==> src/hdl/wbps_pkg.sv <==
// Shared types and constants of the wildcard byte pattern scanner.
// Used by the register block, the window cells, the resolve pipeline and the top level.
package wbps_pkg;

  localparam int MAX_PATTERN = 16;
  localparam int PAT_BYTES   = 16;
  localparam int REL_SIZE    = 4;
  localparam int SPAN_BITS   = $clog2(MAX_PATTERN + REL_SIZE);
  localparam int IDX_W       = (SPAN_BITS > 5) ? SPAN_BITS : 5;
  localparam int ADDR_W      = 6;

  typedef enum logic [1:0] {
    ST_FOUND     = 2'd0,
    ST_NOT_FOUND = 2'd1,
    ST_NO_WILD   = 2'd2
  } status_t;

  typedef enum logic [2:0] {
    REG_PATTERN_LOW  = 3'd0,
    REG_PATTERN_HIGH = 3'd1,
    REG_CARE_MASK    = 3'd2,
    REG_PATTERN_LEN  = 3'd3,
    REG_IMAGE_BASE   = 3'd4,
    REG_RESOLVE_MODE = 3'd5
  } reg_idx_t;

  typedef struct packed {
    logic [63:0] pattern_low;
    logic [63:0] pattern_high;
    logic [15:0] care_mask;
    logic [4:0]  pattern_length;
    logic [63:0] image_base;
    logic        resolve_mode;
  } cfg_t;

  typedef struct packed {
    status_t          status;
    logic [63:0]      start;
    logic [31:0]      disp;
    logic [IDX_W-1:0] wpos;
    logic             use_disp;
  } hit_t;

endpackage

==> src/hdl/wbps_cfg_regs.sv <==
// Configuration registers behind the APB-style port.
// Depends on wbps_pkg for the register index codes and the cfg_t bundle.
module wbps_cfg_regs
  import wbps_pkg::*;
(
  input  logic              clk,
  input  logic              rst_n,
  input  logic              psel,
  input  logic              penable,
  input  logic              pwrite,
  input  logic [ADDR_W-1:0] paddr,
  input  logic [63:0]       pwdata,
  output logic [63:0]       prdata,
  output logic              pready,
  output cfg_t              cfg
);

  cfg_t     cfg_r;
  cfg_t     cfg_nxt;
  logic     wr_en;
  reg_idx_t idx;

  assign pready = 1'b1;
  assign wr_en  = psel & penable & pwrite;
  assign idx    = reg_idx_t'(paddr[ADDR_W-1:3]);
  assign cfg    = cfg_r;

  always_comb begin
    cfg_nxt = cfg_r;
    if (wr_en) begin
      case (idx)
        REG_PATTERN_LOW:  cfg_nxt.pattern_low    = pwdata;
        REG_PATTERN_HIGH: cfg_nxt.pattern_high   = pwdata;
        REG_CARE_MASK:    cfg_nxt.care_mask      = pwdata[15:0];
        REG_PATTERN_LEN:  cfg_nxt.pattern_length = pwdata[4:0];
        REG_IMAGE_BASE:   cfg_nxt.image_base     = pwdata;
        REG_RESOLVE_MODE: cfg_nxt.resolve_mode   = pwdata[0];
        default:          cfg_nxt = cfg_r;
      endcase
    end
  end

  always_comb begin
    case (idx)
      REG_PATTERN_LOW:  prdata = cfg_r.pattern_low;
      REG_PATTERN_HIGH: prdata = cfg_r.pattern_high;
      REG_CARE_MASK:    prdata = {48'd0, cfg_r.care_mask};
      REG_PATTERN_LEN:  prdata = {59'd0, cfg_r.pattern_length};
      REG_IMAGE_BASE:   prdata = cfg_r.image_base;
      REG_RESOLVE_MODE: prdata = {63'd0, cfg_r.resolve_mode};
      default:          prdata = 64'd0;
    endcase
  end

  always_ff @(posedge clk) begin
    if (!rst_n) begin
      cfg_r <= '{pattern_length: 5'd1, default: '0};
    end else begin
      cfg_r <= cfg_nxt;
    end
  end

endmodule

==> src/hdl/wbps_cell.sv <==
// One window cell: holds one image byte, passes it to the next cell on a shift
// and checks the incoming byte against its expected pattern byte. Uses wbps_pkg.
module wbps_cell
  import wbps_pkg::*;
(
  input  logic       clk,
  input  logic       rst_n,
  input  logic       shift,
  input  logic       clear,
  input  logic [7:0] d_in,
  input  logic [7:0] exp_byte,
  input  logic       exp_care,
  output logic [7:0] q,
  output logic       ok
);

  logic [7:0] byte_r;
  logic [7:0] byte_nxt;

  assign q  = byte_r;
  assign ok = !exp_care || (d_in == exp_byte);

  always_comb begin
    byte_nxt = byte_r;
    if (clear) begin
      byte_nxt = 8'd0;
    end else if (shift) begin
      byte_nxt = d_in;
    end
  end

  always_ff @(posedge clk) begin
    if (!rst_n) begin
      byte_r <= 8'd0;
    end else begin
      byte_r <= byte_nxt;
    end
  end

endmodule

==> src/hdl/wbps_resolve.sv <==
// Address pipeline: adds the image base, then, if used, the rel32 displacement,
// into the output register. Depends on wbps_pkg for hit_t and the status codes.
module wbps_resolve
  import wbps_pkg::*;
(
  input  logic        clk,
  input  logic        rst_n,
  input  logic        hit_valid,
  input  hit_t        hit,
  output logic        hit_ready,
  input  logic [63:0] image_base,
  output logic        out_valid,
  input  logic        out_ready,
  output logic [1:0]  out_status,
  output logic [63:0] out_result_address
);

  logic        s2_valid_r;
  logic        s2_valid_nxt;
  status_t     s2_status_r;
  logic [63:0] s2_base_r;
  logic [63:0] s2_offs_r;
  logic        s2_use_r;
  logic        out_valid_r;
  logic        out_valid_nxt;
  status_t     out_status_r;
  logic [63:0] out_addr_r;
  logic [63:0] out_addr_nxt;
  logic        out_load;
  logic        s2_adv;
  logic        s2_load;
  logic [63:0] offs_nxt;

  assign out_load  = !out_valid_r || out_ready;
  assign s2_adv    = s2_valid_r && out_load;
  assign s2_load   = !s2_valid_r || s2_adv;
  assign hit_ready = s2_load;

  assign out_valid          = out_valid_r;
  assign out_status         = out_status_r;
  assign out_result_address = out_addr_r;

  always_comb begin
    offs_nxt = {{32{hit.disp[31]}}, hit.disp} + 64'(hit.wpos) + 64'(REL_SIZE);
  end

  always_comb begin
    if (s2_status_r != ST_FOUND) begin
      out_addr_nxt = 64'd0;
    end else if (s2_use_r) begin
      out_addr_nxt = s2_base_r + s2_offs_r;
    end else begin
      out_addr_nxt = s2_base_r;
    end
  end

  always_comb begin
    s2_valid_nxt = s2_valid_r;
    if (s2_load) begin
      s2_valid_nxt = hit_valid;
    end
    out_valid_nxt = out_valid_r;
    if (out_load) begin
      out_valid_nxt = s2_valid_r;
    end
  end

  always_ff @(posedge clk) begin
    if (!rst_n) begin
      s2_valid_r  <= 1'b0;
      out_valid_r <= 1'b0;
    end else begin
      s2_valid_r  <= s2_valid_nxt;
      out_valid_r <= out_valid_nxt;
    end
  end

  always_ff @(posedge clk) begin
    if (s2_load && hit_valid) begin
      s2_status_r <= hit.status;
      s2_base_r   <= image_base + hit.start;
      s2_offs_r   <= offs_nxt;
      s2_use_r    <= hit.use_disp;
    end
    if (s2_adv) begin
      out_status_r <= s2_status_r;
      out_addr_r   <= out_addr_nxt;
    end
  end

endmodule

==> src/hdl/wildcard_byte_pattern_scanner_core.sv <==
// Top level of the wildcard byte pattern scanner: window cell chain, match and
// result control. Depends on wbps_pkg, wbps_cfg_regs, wbps_cell and wbps_resolve.
//
// The scanner takes one image byte per cycle and keeps the newest MAX_PATTERN
// bytes in a chain of cells; every cell compares its incoming byte with the
// pattern byte aligned to it, so the match of the whole window is known in the
// cycle the byte is accepted. At most one result word is given per image: the
// first match, or not found at the last byte; later bytes of the image are
// dropped. A result word passes through the hit register, loaded at the edge that
// accepts the byte that caused it, then the address adder stage, then the output
// register. in_ready stays high as long as the result stages can move, so the
// sustained rate is one byte per cycle; it drops only while results back up behind
// a low out_ready. The user must write configuration only while no byte or result
// is in flight; the block itself does not enforce it.
module wildcard_byte_pattern_scanner_core
  import wbps_pkg::*;
(
  input  logic              clk,
  input  logic              rst_n,
  input  logic              psel,
  input  logic              penable,
  input  logic              pwrite,
  input  logic [ADDR_W-1:0] paddr,
  input  logic [63:0]       pwdata,
  output logic [63:0]       prdata,
  output logic              pready,
  input  logic              in_valid,
  output logic              in_ready,
  input  logic [7:0]        in_data_byte,
  input  logic              in_last_byte,
  output logic              out_valid,
  input  logic              out_ready,
  output logic [1:0]        out_status,
  output logic [63:0]       out_result_address
);

  cfg_t             cfg;
  logic             in_fire;
  logic             shift;
  logic             clear;
  logic [7:0]       win_in   [MAX_PATTERN];
  logic [7:0]       win_q    [MAX_PATTERN];
  logic [7:0]       exp_byte [MAX_PATTERN];
  logic             exp_care [MAX_PATTERN];
  logic             cell_ok  [MAX_PATTERN];
  logic [IDX_W-1:0] len;
  logic [IDX_W-1:0] wpos;
  logic             has_wild;
  logic [IDX_W-1:0] span;
  logic             all_ok;
  logic             match;
  logic [31:0]      disp;
  logic [IDX_W-1:0] didx [REL_SIZE];
  logic [63:0]      offset_r;
  logic [63:0]      offset_nxt;
  logic [63:0]      offset_inc;
  logic             done_r;
  logic             done_nxt;
  logic             s1_valid_r;
  logic             s1_valid_nxt;
  hit_t             s1_hit_r;
  hit_t             hit_nxt;
  logic             hit_load;
  logic             hit_ready;

  function automatic logic pat_care(input cfg_t c, input logic [IDX_W-1:0] i);
    logic r;
    r = 1'b0;
    if (i < IDX_W'(PAT_BYTES)) begin
      r = c.care_mask[i[3:0]];
    end
    return r;
  endfunction

  function automatic logic [7:0] pat_byte(input cfg_t c, input logic [IDX_W-1:0] i);
    logic [7:0] r;
    r = 8'd0;
    if (i < IDX_W'(8)) begin
      r = c.pattern_low[{i[2:0], 3'b000} +: 8];
    end else if (i < IDX_W'(PAT_BYTES)) begin
      r = c.pattern_high[{i[2:0], 3'b000} +: 8];
    end
    return r;
  endfunction

  wbps_cfg_regs u_cfg (
    .clk     (clk),
    .rst_n   (rst_n),
    .psel    (psel),
    .penable (penable),
    .pwrite  (pwrite),
    .paddr   (paddr),
    .pwdata  (pwdata),
    .prdata  (prdata),
    .pready  (pready),
    .cfg     (cfg)
  );

  assign in_ready   = !s1_valid_r || hit_ready;
  assign in_fire    = in_valid && in_ready;
  assign shift      = in_fire && !done_r;
  assign clear      = in_fire && in_last_byte;
  assign offset_inc = offset_r + 64'd1;

  always_comb begin
    len = IDX_W'(cfg.pattern_length);
    if (len == '0) begin
      len = IDX_W'(1);
    end
    if (len > IDX_W'(MAX_PATTERN)) begin
      len = IDX_W'(MAX_PATTERN);
    end
    has_wild = 1'b0;
    wpos     = '0;
    for (int i = MAX_PATTERN - 1; i >= 0; i--) begin
      if ((IDX_W'(i) < len) && !pat_care(cfg, IDX_W'(i))) begin
        has_wild = 1'b1;
        wpos     = IDX_W'(i);
      end
    end
    span = len;
    if (cfg.resolve_mode && has_wild && (wpos + IDX_W'(REL_SIZE) > len)) begin
      span = wpos + IDX_W'(REL_SIZE);
    end
  end

  genvar k;
  generate
    for (k = 0; k < MAX_PATTERN; k++) begin : g_cell
      logic [IDX_W-1:0] pidx;

      if (k == 0) begin : g_head
        assign win_in[k] = in_data_byte;
      end else begin : g_link
        assign win_in[k] = win_q[k-1];
      end

      assign pidx        = span - IDX_W'(1) - IDX_W'(k);
      assign exp_care[k] = (IDX_W'(k) < span) && (pidx < len) && pat_care(cfg, pidx);
      assign exp_byte[k] = pat_byte(cfg, pidx);

      wbps_cell u_cell (
        .clk      (clk),
        .rst_n    (rst_n),
        .shift    (shift),
        .clear    (clear),
        .d_in     (win_in[k]),
        .exp_byte (exp_byte[k]),
        .exp_care (exp_care[k]),
        .q        (win_q[k]),
        .ok       (cell_ok[k])
      );
    end
  endgenerate

  always_comb begin
    all_ok = 1'b1;
    for (int i = 0; i < MAX_PATTERN; i++) begin
      all_ok = all_ok && cell_ok[i];
    end
    match = all_ok && (span <= IDX_W'(MAX_PATTERN)) && (offset_inc >= 64'(span));
  end

  always_comb begin
    disp = 32'd0;
    for (int j = 0; j < REL_SIZE; j++) begin
      didx[j] = span - IDX_W'(1) - wpos - IDX_W'(j);
      for (int i = 0; i < MAX_PATTERN; i++) begin
        if (didx[j] == IDX_W'(i)) begin
          disp[8*j +: 8] = win_in[i];
        end
      end
    end
  end

  always_comb begin
    offset_nxt = offset_r;
    done_nxt   = done_r;
    hit_load   = 1'b0;
    hit_nxt.status   = ST_FOUND;
    hit_nxt.start    = offset_r - 64'(span - IDX_W'(1));
    hit_nxt.disp     = disp;
    hit_nxt.wpos     = wpos;
    hit_nxt.use_disp = cfg.resolve_mode && has_wild;
    if (in_fire && !done_r) begin
      offset_nxt = offset_inc;
      if (match) begin
        hit_load = 1'b1;
        done_nxt = 1'b1;
        if (cfg.resolve_mode && !has_wild) begin
          hit_nxt.status = ST_NO_WILD;
        end
      end else if (in_last_byte) begin
        hit_load       = 1'b1;
        hit_nxt.status = ST_NOT_FOUND;
      end
    end
    if (clear) begin
      offset_nxt = 64'd0;
      done_nxt   = 1'b0;
    end
  end

  always_comb begin
    s1_valid_nxt = s1_valid_r;
    if (s1_valid_r && hit_ready) begin
      s1_valid_nxt = 1'b0;
    end
    if (hit_load) begin
      s1_valid_nxt = 1'b1;
    end
  end

  always_ff @(posedge clk) begin
    if (!rst_n) begin
      offset_r   <= 64'd0;
      done_r     <= 1'b0;
      s1_valid_r <= 1'b0;
    end else begin
      offset_r   <= offset_nxt;
      done_r     <= done_nxt;
      s1_valid_r <= s1_valid_nxt;
    end
  end

  always_ff @(posedge clk) begin
    if (hit_load) begin
      s1_hit_r <= hit_nxt;
    end
  end

  wbps_resolve u_resolve (
    .clk                (clk),
    .rst_n              (rst_n),
    .hit_valid          (s1_valid_r),
    .hit                (s1_hit_r),
    .hit_ready          (hit_ready),
    .image_base         (cfg.image_base),
    .out_valid          (out_valid),
    .out_ready          (out_ready),
    .out_status         (out_status),
    .out_result_address (out_result_address)
  );

endmodule
==> config.mk <==
export PLATFORM = sky130hd
export DESIGN_NAME = wildcard_byte_pattern_scanner_core
export DESIGN_NICKNAME = d
export VERILOG_FILES = /design/src/hdl/wbps_pkg.sv /design/src/hdl/wbps_cfg_regs.sv /design/src/hdl/wbps_cell.sv /design/src/hdl/wbps_resolve.sv /design/src/hdl/wildcard_byte_pattern_scanner_core.sv
export SDC_FILE = /design/constraint.sdc
export NUM_CORES = 2
export LEC_CHECK = 0
export BUFFER_PORTS_ARGS = -buffer_cell sky130_fd_sc_hd__buf_2
export CAP_MARGIN = 10
export CORE_AREA = 2 2 384 386
export CTS_BUF_LIST = sky130_fd_sc_hd__clkbuf_4 sky130_fd_sc_hd__clkbuf_8
export DETAILED_ROUTE_END_ITERATION = 12
export DIE_AREA = 0 0 386 388
export GPL_ROUTABILITY_DRIVEN = 1
export SYNTH_ARGS = -nofsm -noshare
export SYNTH_HDL_FRONTEND = slang
export SYNTH_HIERARCHICAL = 1
export SYNTH_SLANG_ARGS = --single-unit
==> constraint.sdc <==
create_clock -name clk -period 16.9 [get_ports clk]
set_input_delay 3.38 -clock clk [delete_from_list [all_inputs] [get_ports clk]]
set_output_delay 3.38 -clock clk [all_outputs]
set_load 0.1 [all_outputs]
; ---- After elaboration in Yosys (flattened, before gate mapping)
; Cells that the tools add are included.
[op_classes]
add_sub_neg = 28
magnitude_cmp = 100
n_eq_ne = 81
n_shift = 32
muxes = 189
bitwise = 3
reduce_logical = 145
[ops]
columns = cell, count
row1 = $shiftx A64 B7 Y8, 32
row2 = $mux W8, 96
row3 = $pmux W64 S6, 1
row4 = $eq A5 B4 Y1 const B, 32
row5 = $add A64 B64 Y64, 2
row6 = $eq A8 B8 Y1, 16
row7 = $mux W5, 18
row8 = $eq A5 B3 Y1 const B, 16
row9 = $lt A4 B5 Y1 const A, 16
row10 = $lt A4 B5 Y1 const B, 16
row11 = $lt A5 B4 Y1 const B, 16
row12 = $lt A5 B5 Y1, 16
row13 = $lt A5 B5 Y1 const B, 16
row14 = $logic_and A1 B1 Y1, 73
row15 = $add A64 B1 Y64 const B, 1
row16 = $add A64 B3 Y64 const B, 1
row17 = $bmux W1 S4, 16
row18 = $ge A64 B5 Y1, 1
row19 = $mux W64, 1
row20 = $sub A64 B64 Y64, 1
row21 = $mux W1, 54
row22 = $eq A5 B2 Y1 const B, 8
row23 = $lt A3 B5 Y1 const A, 8
row24 = $sub A5 B4 Y5 const B, 8
row25 = other kinds (27), 113
[word_totals]
reg_bits = 703
input_bits = 86
output_inout_bits = 133
wordCells = 615

; ---- Logic depth before layout (Yosys ltp)
[logic_depth]
word_depth = 54
depth_mapped = 45
ltp_nobuf = 36

; ---- By module
; Netlist, hierarchy kept.
[by_module_without_submodules]
columns = module, instances, cells_per_inst, area_per_inst_um2, seq_area_each_um2
row1 = wildcard_byte_pattern_scanner_core, 1, 3252, 25067.8, 4414.2
row2 = wbps_resolve, 1, 1517, 14053.5, 5054.8
row3 = wbps_cfg_regs, 1, 1020, 9714.3, 4284.1
row4 = wbps_cell, 16, 38, 380.4, 160.2

; ---- Worst setup path before layout
; No wires, ideal clock.
[synth_path]
path_kind = register to register
startpoint = register u_cfg.cfg_r, in the netlist u_cfg/cfg[69]
endpoint = register s1_hit_r[100] (netlist name) (data pin)
setup_time_ns = 0.264
t_arrival_ns = 11.969
t_required_ns = 16.636
slack_ns = 4.667
stages_incl_launch_ff = 35
path_buffers = 5
path_cell_list = dfxtp_1 -> buf_2 -> inv_1 -> nand2_1 -> o21ai_1 -> nor4_1 -> o31ai_1 -> inv_1 -> ha_1 -> ha_1 -> a211o_1 -> o21ai_1 -> a31o_2 -> buf_2 -> mux2i_4 -> clkbuf_1 -> clkbuf_1 -> clkbuf_1 -> ha_1 -> a21boi_1 -> o21ai_0 -> ha_1 -> a21o_1 -> a21o_1 -> a21oi_1 -> a32oi_1 -> o211ai_1 -> a211oi_1 -> o21ai_0 -> a21oi_1 -> o221ai_1 -> nand2b_1 -> o21bai_1 -> a221oi_1 -> xnor2_1
[synth_lines]
columns = element, line
row1 = from (decl), wbps_cfg_regs.sv:18  ; cfg_t cfg_r;
row2 = from (signal assigned), wbps_cfg_regs.sv:59  ; cfg_r <= cfg_nxt;
row3 = to (signal assigned), wildcard_byte_pattern_scanner_core.sv:228  ; s1_hit_r <= hit_nxt;
row4 = to (decl), wildcard_byte_pattern_scanner_core.sv:61  ; hit_t s1_hit_r;

==> flow_summary.yaml <==
run_status:
  outcome: "complete, no violations"
hold_path:
  holdCritStartpoint: "s1_hit_r[0]$_DFFE_PP_"
  hp-class: "register to register"
clock_network:
  cts_tree: "yes"
  clock_tree.root_cell: "clkbuf_8"
  hold_buffers: 0
  cts_made_buffers: 116
  clk_pin_slew_ns: 0.06
  h-tree-depth: 3
  clock_latency_ns: 0.91
  cts_sinks: 672
  cts_max_path_buffers: 3
  ctsResizeCount: 0
  postCtsSetupBuffers: 0
pwr:
  p_clk_frac: 0.337
  pwr-share-comb: 0.274
  internal-power_w: 0.00321
  p_switching_w: 0.00173
  powerDensity_nw_per_um2: 82.7
  p_seq_frac: 0.390
  sw_frac_of_total: 0.350
  leakage_nw: 24.0
  ir_drop_mv: 0.0641
sta:
  worstMarginPinSlew_ns: 1.32
  slew_viol_final: 0
  rsz0062_at_grt: "false"
  fmax_ghz: 0.0761
  setup_tns_ns: 0
  setup_viol: 0
  worst_clock_skew_ns: 0.0926
  hold_violations: 0
  period_needed_ns: 13.15
  maxSlewHeadroom: 0.111
  min_period_over_period: 0.778
die:
  die_x_um: 386
  die_y_um: 388
  core_um2: 145000
  dieArea_um2: 150000
  rows: 140
  start_util: 0.376
  ios: 219
detailed_routing:
  wl_um: 238000
  drc_errors: 0
  dr.pass1.iters: 6
  vias_per_cell: 6.17
  wire_per_inst_um: 28.3
  ant_nets: 0
  first_iter_violations: 6434
  vias: 52000
logic_synthesis:
  synth_nets: 6745
  syn_area_per_cell_um2: 8.58
  synth_warnings: 6
  synth_cells: 6370
  netlist_area_um2: 54600
critical_path:
  rr_startpoint: "u_cfg/cfg[69]$_SDFFE_PN0P_"
  startpoint_type: "register"
  crit_required_ns: 17.36
  crit_top_cell: "inv_1"
  worst-path-max-fanout: 77
  critPathTopFamily: "compound AO/OA/AOI/OAI gates"
  setup.worst_path.start: "u_cfg/cfg[69]$_SDFFE_PN0P_"
  end_kind: "register"
  crit_buf_inv: 10
  critical_path.max_stage_delay_ns: 0.81
  path_class: "register to register"
  cp.arrival_ns: 13.61
  rrSetupSlack_ns: 3.75
  critPathSlowestCell: "xnor2_1"
global_routing:
  antenna_found_initial: 27
  grt_pass1_wl_um: 337000
  grt_max_degree: 100
  globalRoute.totalOverflow: 0
  grtUsageTotal: 0.306
  grt_pass1_vias: 47700
placement:
  place_area_um2: 57100
  portBuffers: 214
  hpwlAfterDp_um: 185000
  globalplace.congestion: 1.11
  dp_cells: 8211
run:
  cap_violations: 0
cells_and_area:
  postLayoutCellArea_um2: 59700
  utilization: 0.411
  drive_above_1_share: 0.104
  nets: 6788
  area_growth_pct: 9.28
  fin_cells: 8433
-- sequential cells by signal, summed over array words and instances (netlist names), 2 cells and up --
name and flops:
g_cell.u_cell/q 120, offset_r 64, s1_hit_r 103, u_cfg/cfg 214, u_resolve/out_result_address 64, u_resolve/out_status 2, u_resolve/s2_base_r 64, u_resolve/s2_offs_r 34
u_resolve/s2_status_r 2
-- routing by layer --
metal  vias to the layer above  wire [µm]  global-route usage
li1                      23600          -                   -
met1                     25200     103000               0.428
met2                      2664     100000               0.451
met3                       489      23500              0.0619
met4                        12      12000               0.137
met5                         -         82                   0
-- worst register-to-register path: cells and delay by family (launching register included) --
kind	cells	cell delay (ns)
AO/OA/AOI/OAI	12	4.10
XOR/XNOR	2	0.97
adder cells (fa/ha/maj)	4	1.27
buffers and inverters	10	3.55
flip-flops	1	0.60
AND/OR/NAND/NOR	9	2.22
-- power by group through the flow --
stage | Sequential (W) | Clock [W] | Combinational (W)
floorplan | 0.00199 | 0 | 0.000873
global placement | 0.00196 | 0 | 0.00131
detailed placement | 0.00196 | 0 | 0.00132
CTS | 0.00192 | 0.00170 | 0.00132
global route | 0.00193 | 0.00176 | 0.00145
finish | 0.00192 | 0.00166 | 0.00135
-- layout by cell type (no fill, tap or decap), types with 38 or more instances in the layout --
cell type / instances
a211oi_1: 144
a21o_1: 147
a21oi_1: 440
a221oi_1: 41
a22oi_1: 48
a2bb2oi_1: 53
a31oi_1: 54
and2_1: 67
and3_1: 104
buf_2: 212
buf_4: 98
clkbuf_4: 38
clkbuf_8: 127
dfxtp_1: 402
edfxtp_1: 270
ha_1: 285
inv_1: 116
mux2i_1: 660
mux4_2: 51
nand2_1: 736
nand2b_1: 42
nand3_1: 145
nand4_1: 113
nor2_1: 580
nor2b_1: 95
nor3_1: 81
o21a_1: 38
o21ai_0: 205
o21ai_1: 44
o21bai_1: 42
o22ai_1: 66
xnor2_1: 299
xor2_1: 128
-- final timing paths --
check | cells past startpoint | endpoint
max reg2reg | 37 | s1_hit_r[33]$_DFFE_PP_
min reg2reg | 0 | u_resolve/s2_use_r$_DFFE_PP_
min | 0 | u_resolve/s2_use_r$_DFFE_PP_
max | 37 | s1_hit_r[33]$_DFFE_PP_
-- area by class of cell --
cell class              instances  area (µm²)
inverters                     130         493
clock inverters                49         577
flip-flops and latches        672       16200
diodes                          7        17.5
fillers                     14500       85500
clock buffers                 165        2030
repair buffers                311        1810
multi-input cells            5182       36200
well taps                    1917        2400
-- metrics by stage --
step | hold slack [ns] | setup WS (ns) | total power, W
after floorplan | 0.400 | 4.67 | 0.00287
after global placement | 0.400 | 4.09 | 0.00327
after detailed placement | 0.407 | 4.03 | 0.00327
after CTS | 0.422 | 4.00 | 0.00495
after global routing | 0.423 | 3.24 | 0.00514
final | 0.418 | 3.75 | 0.00494
Note: power is estimated with default switching activity, not from simulation.
